$ cat src/hdl/assert_macros.svh
// Concurrent assertion helpers; empty when SYNTHESIS is defined.
`ifndef ASSERT_MACROS_SVH
`define ASSERT_MACROS_SVH

`ifndef SYNTHESIS

`define ASSERT_IMPLIES(label, clk, rst, ante, cons) \
   label: assert property (@(posedge clk) disable iff (rst) (ante) |-> (cons)) \
      else $error("assertion failed");

`define ASSERT_NEXT(label, clk, rst, ante, cons) \
   label: assert property (@(posedge clk) disable iff (rst) (ante) |=> (cons)) \
      else $error("assertion failed");

`else

`define ASSERT_IMPLIES(label, clk, rst, ante, cons)

`define ASSERT_NEXT(label, clk, rst, ante, cons)

`endif

`endif

$ cat src/hdl/sfcf_pkg.sv
`default_nettype none

package sfcf_pkg;

   localparam int DELAY_DEPTH   = 32768;
   localparam int SAMPLE_WIDTH  = 24;
   localparam int CHANNEL_COUNT = 2;

   localparam int FRAME_CH   = 2;
   localparam int TDATA_W    = FRAME_CH * SAMPLE_WIDTH;
   localparam int ADDR_W     = $clog2(DELAY_DEPTH);
   localparam int DELAY_W    = 15;
   localparam int GAIN_W     = 16;
   localparam int CSR_DATA_W = 16;
   localparam int CSR_IDX_W  = 2;
   localparam int MIX_W      = 17;
   localparam int FRAC_W     = 15;
   localparam int FB_PROD_W  = SAMPLE_WIDTH + GAIN_W;
   localparam int MIX_PROD_W = SAMPLE_WIDTH + MIX_W + 1;
   localparam int WIDE_W     = MIX_PROD_W + 1;
   localparam int SAT_W      = WIDE_W - FRAC_W;

   localparam logic [ADDR_W-1:0] LAST_POS  = ADDR_W'(DELAY_DEPTH - 1);
   localparam logic [ADDR_W:0]   DEPTH_EXT = (ADDR_W + 1)'(DELAY_DEPTH);
   localparam logic [31:0]       DELAY_MAX = 32'(DELAY_DEPTH - 1);

   localparam logic signed [GAIN_W-1:0] FB_MAX = GAIN_W'(31129);
   localparam logic signed [GAIN_W-1:0] FB_MIN = GAIN_W'(-31129);
   localparam logic [MIX_W-1:0]         UNITY  = MIX_W'(32768);
   localparam logic signed [WIDE_W-1:0] RND_K  = WIDE_W'(16384);

   typedef logic signed [SAMPLE_WIDTH-1:0] sample_type;

   typedef enum logic [CSR_IDX_W-1:0] {
      CSR_ACTIVE  = 2'd0,
      CSR_DELAY   = 2'd1,
      CSR_FB_GAIN = 2'd2,
      CSR_WET_MIX = 2'd3
   } csr_index_type;

   typedef struct packed {
      logic                      active;
      logic                      clear;
      logic [ADDR_W-1:0]         delay;
      logic signed [GAIN_W-1:0]  fb;
      logic [MIX_W-1:0]          wet;
      logic [MIX_W-1:0]          dry;
   } cfg_type;

   function automatic sample_type sat_sample(input logic signed [SAT_W-1:0] v);
      logic [SAT_W-SAMPLE_WIDTH:0] top_bits;
      sample_type                  res;
      top_bits = v[SAT_W-1:SAMPLE_WIDTH-1];
      if ((&top_bits) || (~|top_bits)) begin
         res = v[SAMPLE_WIDTH-1:0];
      end else if (v[SAT_W-1]) begin
         res = {1'b1, {(SAMPLE_WIDTH-1){1'b0}}};
      end else begin
         res = {1'b0, {(SAMPLE_WIDTH-1){1'b1}}};
      end
      return res;
   endfunction

endpackage

`default_nettype wire

$ cat src/hdl/sfcf_chan.sv
`default_nettype none

module sfcf_chan import sfcf_pkg::*; (
   input  wire sample_type               x,
   input  wire sample_type               delayed,
   input  wire logic signed [GAIN_W-1:0] fb,
   input  wire logic [MIX_W-1:0]         wet,
   input  wire logic [MIX_W-1:0]         dry,
   output sample_type                    comb,
   output sample_type                    y
);

   logic signed [FB_PROD_W-1:0]  fb_prod;
   logic signed [WIDE_W-1:0]     fb_rnd;
   logic signed [SAT_W-1:0]      comb_sum;
   logic signed [MIX_W:0]        dry_s;
   logic signed [MIX_W:0]        wet_s;
   logic signed [MIX_PROD_W-1:0] dry_prod;
   logic signed [MIX_PROD_W-1:0] wet_prod;
   logic signed [WIDE_W-1:0]     mix_rnd;

   always_comb begin
      fb_prod  = delayed * fb;
      fb_rnd   = WIDE_W'(fb_prod) + RND_K;
      comb_sum = $signed(fb_rnd[WIDE_W-1:FRAC_W]) + SAT_W'(x);
      comb     = sat_sample(comb_sum);

      dry_s    = $signed({1'b0, dry});
      wet_s    = $signed({1'b0, wet});
      dry_prod = x * dry_s;
      wet_prod = delayed * wet_s;
      mix_rnd  = WIDE_W'(dry_prod) + WIDE_W'(wet_prod) + RND_K;
      y        = sat_sample($signed(mix_rnd[WIDE_W-1:FRAC_W]));
   end

endmodule

`default_nettype wire

$ cat config.mk
export PLATFORM = sky130hd
export DESIGN_NAME = sfcf_chan
export DESIGN_NICKNAME = d
export VERILOG_FILES = /design/src/hdl/assert_macros.svh /design/src/hdl/sfcf_pkg.sv /design/src/hdl/sfcf_chan.sv
export SDC_FILE = /design/constraint.sdc
export NUM_CORES = 2
export LEC_CHECK = 0
export BUFFER_PORTS_ARGS = -buffer_cell sky130_fd_sc_hd__buf_2
export CAP_MARGIN = 20
export CORE_AREA = 2 2 304 306
export DETAILED_ROUTE_END_ITERATION = 16
export DIE_AREA = 0 0 306 308
export PLACE_DENSITY = 0.67
export SYNTH_ARGS = -nofsm -noshare
export SYNTH_HDL_FRONTEND = slang
export SYNTH_SLANG_ARGS = --single-unit
$ cat constraint.sdc
create_clock -name vclk -period 12.4
set_clock_uncertainty 0.2 [all_clocks]
set_input_delay 1.86 -clock vclk [all_inputs]
set_output_delay 1.86 -clock vclk [all_outputs]
set_load 0.1 [all_outputs]
==> results.sh <==
export IMPL_cpLargestDelayFamily="adder cells"
export IMPL_fin_crit_ns=12.16
export IMPL_critical_path_class="input port to primary output"
export IMPL_io_buffers=146
export IMPL_die_area_sq_mm=0.0942
export IMPL_relSlewSlack=0.439
export IMPL_max_cap_violations=0
export IMPL_groute_usage_overall=0.266
export IMPL_start_util=0.498
export IMPL_std_cell_rows=111
export IMPL_grt_first_pass_wirelength_microns=199000
export IMPL_fp_dieW_microns=306
export IMPL_min_from="x[0]"
export IMPL_place_area_sq_mm=0.0488
export IMPL_layout_drive_gt1_share=0.0833
export IMPL_holdPathStages=5
export IMPL_min_path_type="input port to primary output"
export IMPL_vias=32900
export IMPL_cpMaxStageDelayCell="fa_1"
export IMPL_ys_types=67
export IMPL_cp_depth=24
export IMPL_regArea_sq_um=0
export IMPL_drc=0
export IMPL_arrival_ns=10.10
export IMPL_nets=6800
export IMPL_syn_nets=6724
export IMPL_drt_pass1_iter_count=5
export IMPL_rsz0062_at_grt="true"
export IMPL_drv_slew=0
export IMPL_hold_ws_ns=4.52
export IMPL_grt_pass1_vias=35600
export IMPL_tightest_slew_ns=0.833
export IMPL_fp_dieH_microns=308
export IMPL_ant_nets=0
export IMPL_synth_avg_cell_area_sq_um=8.99
export IMPL_synth_cells=5039
export IMPL_fillers=8174
export IMPL_crit_top_cell="fa_1"
export IMPL_seq_area_frac_synth=0
export IMPL_place_gp_congestion=0.913
export IMPL_wl_per_cell_microns=18.7
export IMPL_cp_num_buf_inv=6
export IMPL_antenna_found_initial=4
export IMPL_syn_area_sq_mm=0.0453
export IMPL_critPathCaptureType="primary output"
export IMPL_routed_wirelength_microns=118000
export IMPL_grt_max_degree=25
export IMPL_cp_data_required_time_ns=10.34
export IMPL_cp_cell_sequence="buf_2 -> nand2_1 -> inv_1 -> fa_1 -> inv_1 -> fa_1 -> fa_1 -> fa_1 -> fa_1 -> fa_1 -> fa_1 -> inv_1 -> fa_1 -> ha_1 -> a21oi_1 -> o21ai_0 -> a311oi_1 -> o21ai_0 -> a221oi_1 -> a21boi_0 -> or3b_1 -> buf_12 -> o211ai_1 -> buf_12"
export IMPL_clkbuf_count=0
export IMPL_startpoint="wet[4]"
export IMPL_nFlopsAndLatches=0
export IMPL_fin_area_sq_mm=0.0494
export IMPL_cp_max_fo=23
export IMPL_via_per_inst=5.21
export IMPL_place_hpwl_microns=105000
export IMPL_setup_viol=0
export IMPL_gr_total_overflow=0
export IMPL_finalCritPeriodShare=0.981
export IMPL_yosysWarnings=0
export IMPL_hold_violations=0
export IMPL_ios=146
export IMPL_cp_start_kind="input port"
export IMPL_synthToLayoutAreaGrowth_pct=9.16
export IMPL_core_area_sq_mm=0.0910
export IMPL_critical_path_max_stage_delay_ns=0.57
export IMPL_timing_fmax_mhz=82.2
export IMPL_drtIter0Drc=1868
export IMPL_status="finished clean"
area by class of cell:
type | count | area [sq um] | share of cell area
inverter | 1353 | 5080 | 0.103
timing repair buffer | 296 | 2910 | 0.0589
multi-input combinational | 3464 | 39900 | 0.808
antenna | 2 | 5.00 | 0.000101
tap | 1186 | 1480 | 0.0300
placed cells by master (no fill, tap or decap), types with 9 or more instances in the layout:
| cell | count |
|---|---|
| ha_1 | 319 |
| o211ai_2 | 20 |
| o21a_1 | 12 |
| inv_1 | 1351 |
| buf_6 | 25 |
| o31ai_4 | 10 |
| nor2_1 | 64 |
| a31oi_1 | 11 |
| and2_4 | 11 |
| nand2_1 | 772 |
| nand4_1 | 16 |
| a21o_1 | 27 |
| buf_2 | 70 |
| nand3_1 | 55 |
| o211ai_1 | 16 |
| clkbuf_4 | 11 |
| nor3_1 | 9 |
| a21oi_1 | 87 |
| buf_4 | 127 |
| fa_1 | 1253 |
| xnor2_1 | 58 |
| nand2b_1 | 15 |
| o21bai_1 | 18 |
| o311ai_2 | 14 |
| and2_1 | 464 |
| xor2_1 | 29 |
| or2_2 | 12 |
| o21ai_0 | 48 |
| buf_12 | 51 |
metrics by stage:
step / setup WS, ns / utilization / setup TNS, ns / cells
6_report: 0.237 / 0.543 / 0 / 6301
5_1_grt: -0.0777 / 0.543 / -0.258 / 6300
4_1_cts: 0.00550 / 0.537 / 0 / 6290
3_5_place_dp: -0.0531 / 0.537 / -0.590 / 6290
3_3_place_gp: 0.0129 / 0.537 / 0 / 6290
2_1_floorplan: -0.0361 / - / -0.142 / 5039
cells by family (layout without fill, tap and decap cells):
| family | count (synthesis) | after routing | share of synthesized area |
|---|---|---|---|
| and+or+nand+nor | 1461 | 1461 | 0.154 |
| muxes | 1 | 1 | 0.000221 |
| other | 0 | 2 | 0 |
| AOI/OAI and AO/OA | 326 | 326 | 0.0498 |
| adders and majority gates | 1587 | 1587 | 0.647 |
| xor gates and xnor gates | 89 | 89 | 0.0172 |
| buffers and inverters | 1575 | 1649 | 0.131 |
worst paths after layout:
kind | end | slack (ns)
min | comb[0] | 4.52
max | y[0] | 0.24
synthesized netlist by cell type (all sizes together) (9+ instances only):
cell type  instances  area [sq um]
inv             1352          5070
fa              1259         25200
nand2            773          2900
and2             477          2990
ha               328          4100
clkbuf           214           803
a21oi             95           479
nor2              67           251
xnor2             60           526
nand3             55           275
o21ai             54           270
o211ai            36           370
xor2              29           254
a21o              27           203
o21bai            18           135
nand4             16           100
o311ai            16           158
nand2b            15          93.8
nor3              14          70.1
a31oi             13          81.3
o21a              13          98.9
o31ai             13          97.6
or2               13          81.3
a211oi             9          72.6
and3               9          61.3
timing repair:
item	in CTS	in global routing
setup buffers	0	6
endpoints found under the hold margin	0	0
setup endpoints to repair	19	46
pin swaps	0	26
gates cloned	0	3
resized for setup	4	131
hold buffers	0	0
layer usage:
metal | track usage | share of wire | vias up
met3 | 0.0269 | 0.066 | 117
met5 | 0 | 0.00011 | -
li1 | - | - | 14700
met4 | 0.0355 | 0.017 | 2
met1 | 0.397 | 0.45 | 17000
met2 | 0.434 | 0.47 | 1039
Power is left out: the tool's default activity adds up to more than one toggle a clock period on the data nets, which glitch-free logic cannot reach.
