`src/hdl/assert_macros.svh`:
```
// Concurrent assertion helpers; empty when SYNTHESIS is defined.
`ifndef ASSERT_MACROS_SVH
`define ASSERT_MACROS_SVH

`ifndef SYNTHESIS

`define ASSERT_IMPLIES(label, clk, rst, ante, cons) \
   label: assert property (@(posedge clk) disable iff (rst) (ante) |-> (cons)) \
      else $error("assertion failed");

`define ASSERT_NEXT(label, clk, rst, ante, cons) \
   label: assert property (@(posedge clk) disable iff (rst) (ante) |=> (cons)) \
      else $error("assertion failed");

`else

`define ASSERT_IMPLIES(label, clk, rst, ante, cons)

`define ASSERT_NEXT(label, clk, rst, ante, cons)

`endif

`endif

```
`src/hdl/sfcf_pkg.sv`:
```
`default_nettype none

package sfcf_pkg;

   localparam int DELAY_DEPTH   = 32768;
   localparam int SAMPLE_WIDTH  = 24;
   localparam int CHANNEL_COUNT = 2;

   localparam int FRAME_CH   = 2;
   localparam int TDATA_W    = FRAME_CH * SAMPLE_WIDTH;
   localparam int ADDR_W     = $clog2(DELAY_DEPTH);
   localparam int DELAY_W    = 15;
   localparam int GAIN_W     = 16;
   localparam int CSR_DATA_W = 16;
   localparam int CSR_IDX_W  = 2;
   localparam int MIX_W      = 17;
   localparam int FRAC_W     = 15;
   localparam int FB_PROD_W  = SAMPLE_WIDTH + GAIN_W;
   localparam int MIX_PROD_W = SAMPLE_WIDTH + MIX_W + 1;
   localparam int WIDE_W     = MIX_PROD_W + 1;
   localparam int SAT_W      = WIDE_W - FRAC_W;

   localparam logic [ADDR_W-1:0] LAST_POS  = ADDR_W'(DELAY_DEPTH - 1);
   localparam logic [ADDR_W:0]   DEPTH_EXT = (ADDR_W + 1)'(DELAY_DEPTH);
   localparam logic [31:0]       DELAY_MAX = 32'(DELAY_DEPTH - 1);

   localparam logic signed [GAIN_W-1:0] FB_MAX = GAIN_W'(31129);
   localparam logic signed [GAIN_W-1:0] FB_MIN = GAIN_W'(-31129);
   localparam logic [MIX_W-1:0]         UNITY  = MIX_W'(32768);
   localparam logic signed [WIDE_W-1:0] RND_K  = WIDE_W'(16384);

   typedef logic signed [SAMPLE_WIDTH-1:0] sample_type;

   typedef enum logic [CSR_IDX_W-1:0] {
      CSR_ACTIVE  = 2'd0,
      CSR_DELAY   = 2'd1,
      CSR_FB_GAIN = 2'd2,
      CSR_WET_MIX = 2'd3
   } csr_index_type;

   typedef struct packed {
      logic                      active;
      logic                      clear;
      logic [ADDR_W-1:0]         delay;
      logic signed [GAIN_W-1:0]  fb;
      logic [MIX_W-1:0]          wet;
      logic [MIX_W-1:0]          dry;
   } cfg_type;

   function automatic sample_type sat_sample(input logic signed [SAT_W-1:0] v);
      logic [SAT_W-SAMPLE_WIDTH:0] top_bits;
      sample_type                  res;
      top_bits = v[SAT_W-1:SAMPLE_WIDTH-1];
      if ((&top_bits) || (~|top_bits)) begin
         res = v[SAMPLE_WIDTH-1:0];
      end else if (v[SAT_W-1]) begin
         res = {1'b1, {(SAMPLE_WIDTH-1){1'b0}}};
      end else begin
         res = {1'b0, {(SAMPLE_WIDTH-1){1'b1}}};
      end
      return res;
   endfunction

endpackage

`default_nettype wire

```
`src/hdl/sfcf_csr.sv`:
```
`default_nettype none

module sfcf_csr import sfcf_pkg::*; (
   input  wire logic                  clock,
   input  wire logic                  reset,
   input  wire logic                  csr_valid,
   output logic                       csr_ready,
   input  wire logic [CSR_IDX_W-1:0]  csr_index,
   input  wire logic [CSR_DATA_W-1:0] csr_data,
   output cfg_type                    cfg
);

   logic                     wr;
   logic                     active_ff, active_in;
   logic [ADDR_W-1:0]        delay_ff, delay_in;
   logic signed [GAIN_W-1:0] fb_ff, fb_in;
   logic [MIX_W-1:0]         wet_ff, wet_in;
   logic [31:0]              dv;
   logic signed [GAIN_W-1:0] gv;
   logic [MIX_W-1:0]         mv;

   assign csr_ready = 1'b1;
   assign wr        = csr_valid && csr_ready;

   always_comb begin
      active_in = active_ff;
      delay_in  = delay_ff;
      fb_in     = fb_ff;
      wet_in    = wet_ff;
      dv        = 32'(csr_data[DELAY_W-1:0]);
      gv        = csr_data[GAIN_W-1:0];
      mv        = {1'b0, csr_data};
      if (wr) begin
         unique case (csr_index_type'(csr_index))
            CSR_ACTIVE: begin
               active_in = csr_data[0];
            end
            CSR_DELAY: begin
               if (dv == 32'd0) begin
                  delay_in = ADDR_W'(1);
               end else if (dv > DELAY_MAX) begin
                  delay_in = LAST_POS;
               end else begin
                  delay_in = dv[ADDR_W-1:0];
               end
            end
            CSR_FB_GAIN: begin
               if (gv > FB_MAX) begin
                  fb_in = FB_MAX;
               end else if (gv < FB_MIN) begin
                  fb_in = FB_MIN;
               end else begin
                  fb_in = gv;
               end
            end
            CSR_WET_MIX: begin
               wet_in = (mv > UNITY) ? UNITY : mv;
            end
            default: begin
            end
         endcase
      end
   end

   always_ff @(posedge clock) begin
      if (reset) begin
         active_ff <= 1'b0;
         delay_ff  <= ADDR_W'(1);
         fb_ff     <= '0;
         wet_ff    <= '0;
      end else begin
         active_ff <= active_in;
         delay_ff  <= delay_in;
         fb_ff     <= fb_in;
         wet_ff    <= wet_in;
      end
   end

   always_comb begin
      cfg.active = active_ff;
      cfg.clear  = active_ff && !active_in;
      cfg.delay  = delay_ff;
      cfg.fb     = fb_ff;
      cfg.wet    = wet_ff;
      cfg.dry    = UNITY - wet_ff;
   end

endmodule

`default_nettype wire

```
`config.mk`:
```
export PLATFORM = sky130hd
export DESIGN_NAME = sfcf_csr
export DESIGN_NICKNAME = d
export VERILOG_FILES = /design/src/hdl/assert_macros.svh /design/src/hdl/sfcf_pkg.sv /design/src/hdl/sfcf_csr.sv
export SDC_FILE = /design/constraint.sdc
export NUM_CORES = 1
export LEC_CHECK = 0
export BUFFER_PORTS_ARGS = -buffer_cell sky130_fd_sc_hd__buf_2
export CAP_MARGIN = 20
export CORE_UTILIZATION = 41
export CTS_CLUSTER_SIZE = 8
export DETAILED_ROUTE_END_ITERATION = 8
export GPL_ROUTABILITY_DRIVEN = 0
export HOLD_SLACK_MARGIN = 0.02
export PLACE_DENSITY_LB_ADDON = 0.15
export SYNTH_ARGS = -nofsm -noshare
export SYNTH_HDL_FRONTEND = slang
export SYNTH_SLANG_ARGS = --single-unit
export TNS_END_PERCENT = 1
```
`constraint.sdc`:
```
create_clock -name clock -period 2.3 [get_ports clock]
set_input_delay 0.115 -clock clock [delete_from_list [all_inputs] [get_ports clock]]
set_output_delay 0.115 -clock clock [all_outputs]
set_load 0.01 [all_outputs]
```
==> results.yml <==
cts:
  clkSinkCount: 48
  cts_tree: "done"
  cts_inserted_buffers: 5
  clkTransAtPathRegs_ps: 80
  root_buffer: "clkbuf_8"
  holdBufCountCts: 0
  cts_resized: 0
  clk_path_buf_depth: 2
  insertion_delay_ps: 300
  htree_num_levels: 2
  postCtsSetupBuffers: 0
critical_path:
  crit_end: "cfg[14]"
  max_stage_delay_ps: 580
  startpoint: "wet_ff[7]"
  cp_max_fo: 7
  r2r-end: "fb_ff[13]"
  r2r_setup_slack_ps: 1590
  ff2ff_path_depth: 2
  r2r_start: "fb_ff[13]"
  worst-path-buf-inv: 1
  crit_arrival_ps: 2040
  cp-end-kind: "primary output"
  path_depth: 5
  cpMaxStageDelayCell: "or4_4"
  critPathTopFamily: "simple AND/OR/NAND/NOR gates"
  crit_path_start_kind: "flop"
  worstSetupPathType: "flop to primary output"
  worstPathCellList: "or4_4, or4_1, nor2_2, xnor2_1, buf_2"
  crit_required_ps: 2180
global_routing:
  grtUsageMet2_pct: 34.14
  grtUsageMet3_pct: 4.431
  use_met1_pct: 29.00
  grt_usage_pct: 21.37
  grt_busiest_layer: "met2"
  grt_antenna_before_repair: 0
  grt_pass1_vias: 1915
  grt_start_max_net_pins: 32
  grt_pass1_wl_mm: 10.03
  overflow: 0
finish:
  mostFrequentLayoutCell: "buf_2"
  area_delta_synth_final_pct: 23.83
  final_cell_mix: "buf_2 (86), dfxtp_1 (48), a21oi_1 (45)"
  diodes: 0
  nets: 386
  fin_util_pct: 53.87
  drive_gt1_share_pct: 28.10
drt:
  vias: 2295
  totalWireLength_mm: 6.182
  detail_route.first_pass.iterations: 4
  drcViolationCount: 0
  wl_per_cell_um: 14.28
  vias_per_cell: 5.300
  final_antenna_net_count: 0
  dr.first_iter.drc_count: 147
floorplan:
  die-width_um: 76.55
  io_pins: 89
  core.rowCount: 26
  start_util_pct: 43.50
  fp.dieH_um: 76.55
  core_um2: 5238
  dieArea_um2: 5859
flow_run:
  maxCapViolCount: 0
run_status:
  outcome: "finished, final reports clean"
timing:
  min_period_ps: 2153
  report.final.slew_viol_count: 0
  relSlewSlack_pct: 60.90
  finalCritPeriodShare_pct: 93.62
  fmax_ghz: 0.4644
  setup_ws_ps: 146.8
  skew_ps: 0
  finalSetupViolations: 0
  tns_ps: 0
  hold_viol_final: 0
  worst_pin_slew_ps: 581.6
  grt_setup_unrepaired: "false"
logic_synthesis:
  synth_edf_count: 0
  syn_area_um2: 2278
  syn-num-nets: 309
  synth.distinct_cells: 38
  synth_top_area_share_pct: 42.17
  yosys.area.top_type: "dfxtp_1"
  seq_area_frac_synth_pct: 42.17
  synthTopCellsByArea: "dfxtp_1 (42%), a21oi_1 (9.9%), nor3b_1 (6.6%)"
  ys_async_sr_fraction_pct: 0
  synth-main-ff-cell: "dfxtp_1"
  synth.avg_cell_area_um2: 7.967
  yosysWarningCount: 0
  synth-seq-cells: 48
  syn_inst: 286
power:
  leakagePower_nw: 1.255
  internal_power_mw: 1.192
  pwr-share-clk_pct: 28.5
  power_switching_mw: 0.4742
  power.density_nw_per_um2: 590.7
  swShare_pct: 28.45
  comb_power_share_pct: 19.0
  ir_drop_mv: 0.3046
  pwr-share-seq_pct: 52.5
placed_design:
  dpl.hpwl_mm: 4.351
  dp_slack_ps: 347.1
  place.port_buffers: 86
min_path:
  min_path_type: "input port to flop"
-- through the flow --
step	hold slack (ps)	instances	cell area [um^2]	total power [mW]
2_1_floorplan	251.0	286	2278	1.086
3_5_place_dp	411.0	426	2744	1.211
6_report	99.89	433	2821	1.667
5_1_grt	92.85	433	2821	1.749
3_3_place_gp	405.5	426	2744	1.208
4_1_cts	90.69	433	2821	1.681
-- layout make-up --
| type | instances | area [um^2] |
|---|---|---|
| inverters | 4 | 15.01 |
| well taps | 70 | 87.58 |
| clock inverters | 1 | 5.005 |
| fillers | 537 | 2416 |
| flip-flops and latches | 48 | 960.9 |
| repair buffers | 92 | 475.5 |
| clock buffers | 6 | 72.57 |
| multi-input cells | 212 | 1205 |
-- sequential cells by signal (all words and copies together), names as in the netlist --
| signal | count |
|---|---|
| fb_ff | 16 |
| active_ff | 1 |
| delay_ff | 15 |
| wet_ff | 16 |
-- logic make-up (layout without fill, tap and decap cells) --
logic type	Yosys count	after routing	share of synthesized area, %
AO/OA/AOI/OAI	69	69	18.01
flip-flops	48	48	42.17
other	2	2	0.3296
adder cells (fa/ha/maj)	2	2	1.098
XOR/XNOR	13	13	4.997
multiplexers	1	1	0.4393
AND/OR/NAND/NOR	125	125	28.01
buffers and inverters	26	103	4.942
-- cell usage after synthesis, types with 3 or more instances --
| master | number |
|---|---|
| nor3_1 | 8 |
| inv_1 | 4 |
| nand3_1 | 4 |
| or4_1 | 3 |
| nand4_1 | 3 |
| o21bai_1 | 7 |
| xor2_1 | 4 |
| o21ai_0 | 4 |
| a21oi_1 | 45 |
| o221ai_1 | 6 |
| buf_4 | 4 |
| nor4_1 | 4 |
| nand2_1 | 39 |
| nand2b_1 | 3 |
| clkbuf_1 | 18 |
| nor3b_1 | 20 |
| xnor2_1 | 9 |
| nor2_1 | 30 |
| dfxtp_1 | 48 |
-- per-layer routing --
layer  routed length [um]  vias to the layer above
li1                     -                     1149
met1                 2857                     1046
met2                 2852                       93
met3                  401                        7
met4                   71                        0
met5                    0                        -
-- worst min-delay path, delay by kind of cell --
family,cells,cell delay [ps]
AND/OR/NAND/NOR,1,60
buffers and inverters,1,130
AO/OA/AOI/OAI,1,50
-- power by group through the flow --
stage / clock [mW] / sequential, mW / combinational, mW
after floorplan: 0 / 0.905 / 0.181
after global placement: 0 / 0.894 / 0.313
after detailed placement: 0 / 0.895 / 0.316
after CTS: 0.488 / 0.875 / 0.317
after global routing: 0.523 / 0.880 / 0.346
final: 0.475 / 0.875 / 0.316
-- worst min-delay path by stage --
stage / start / end / slack (ps) / cells past startpoint
after floorplan: csr_data[10] / delay_ff[10] / 250 / 2
after global placement: csr_data[12] / delay_ff[12] / 410 / 3
after detailed placement: csr_data[13] / delay_ff[13] / 410 / 3
after CTS: csr_data[13] / delay_ff[13] / 90 / 3
after global routing: csr_data[13] / delay_ff[13] / 90 / 3
final: csr_data[12] / delay_ff[12] / 100 / 3
Note: power is estimated with default switching activity, not from simulation.
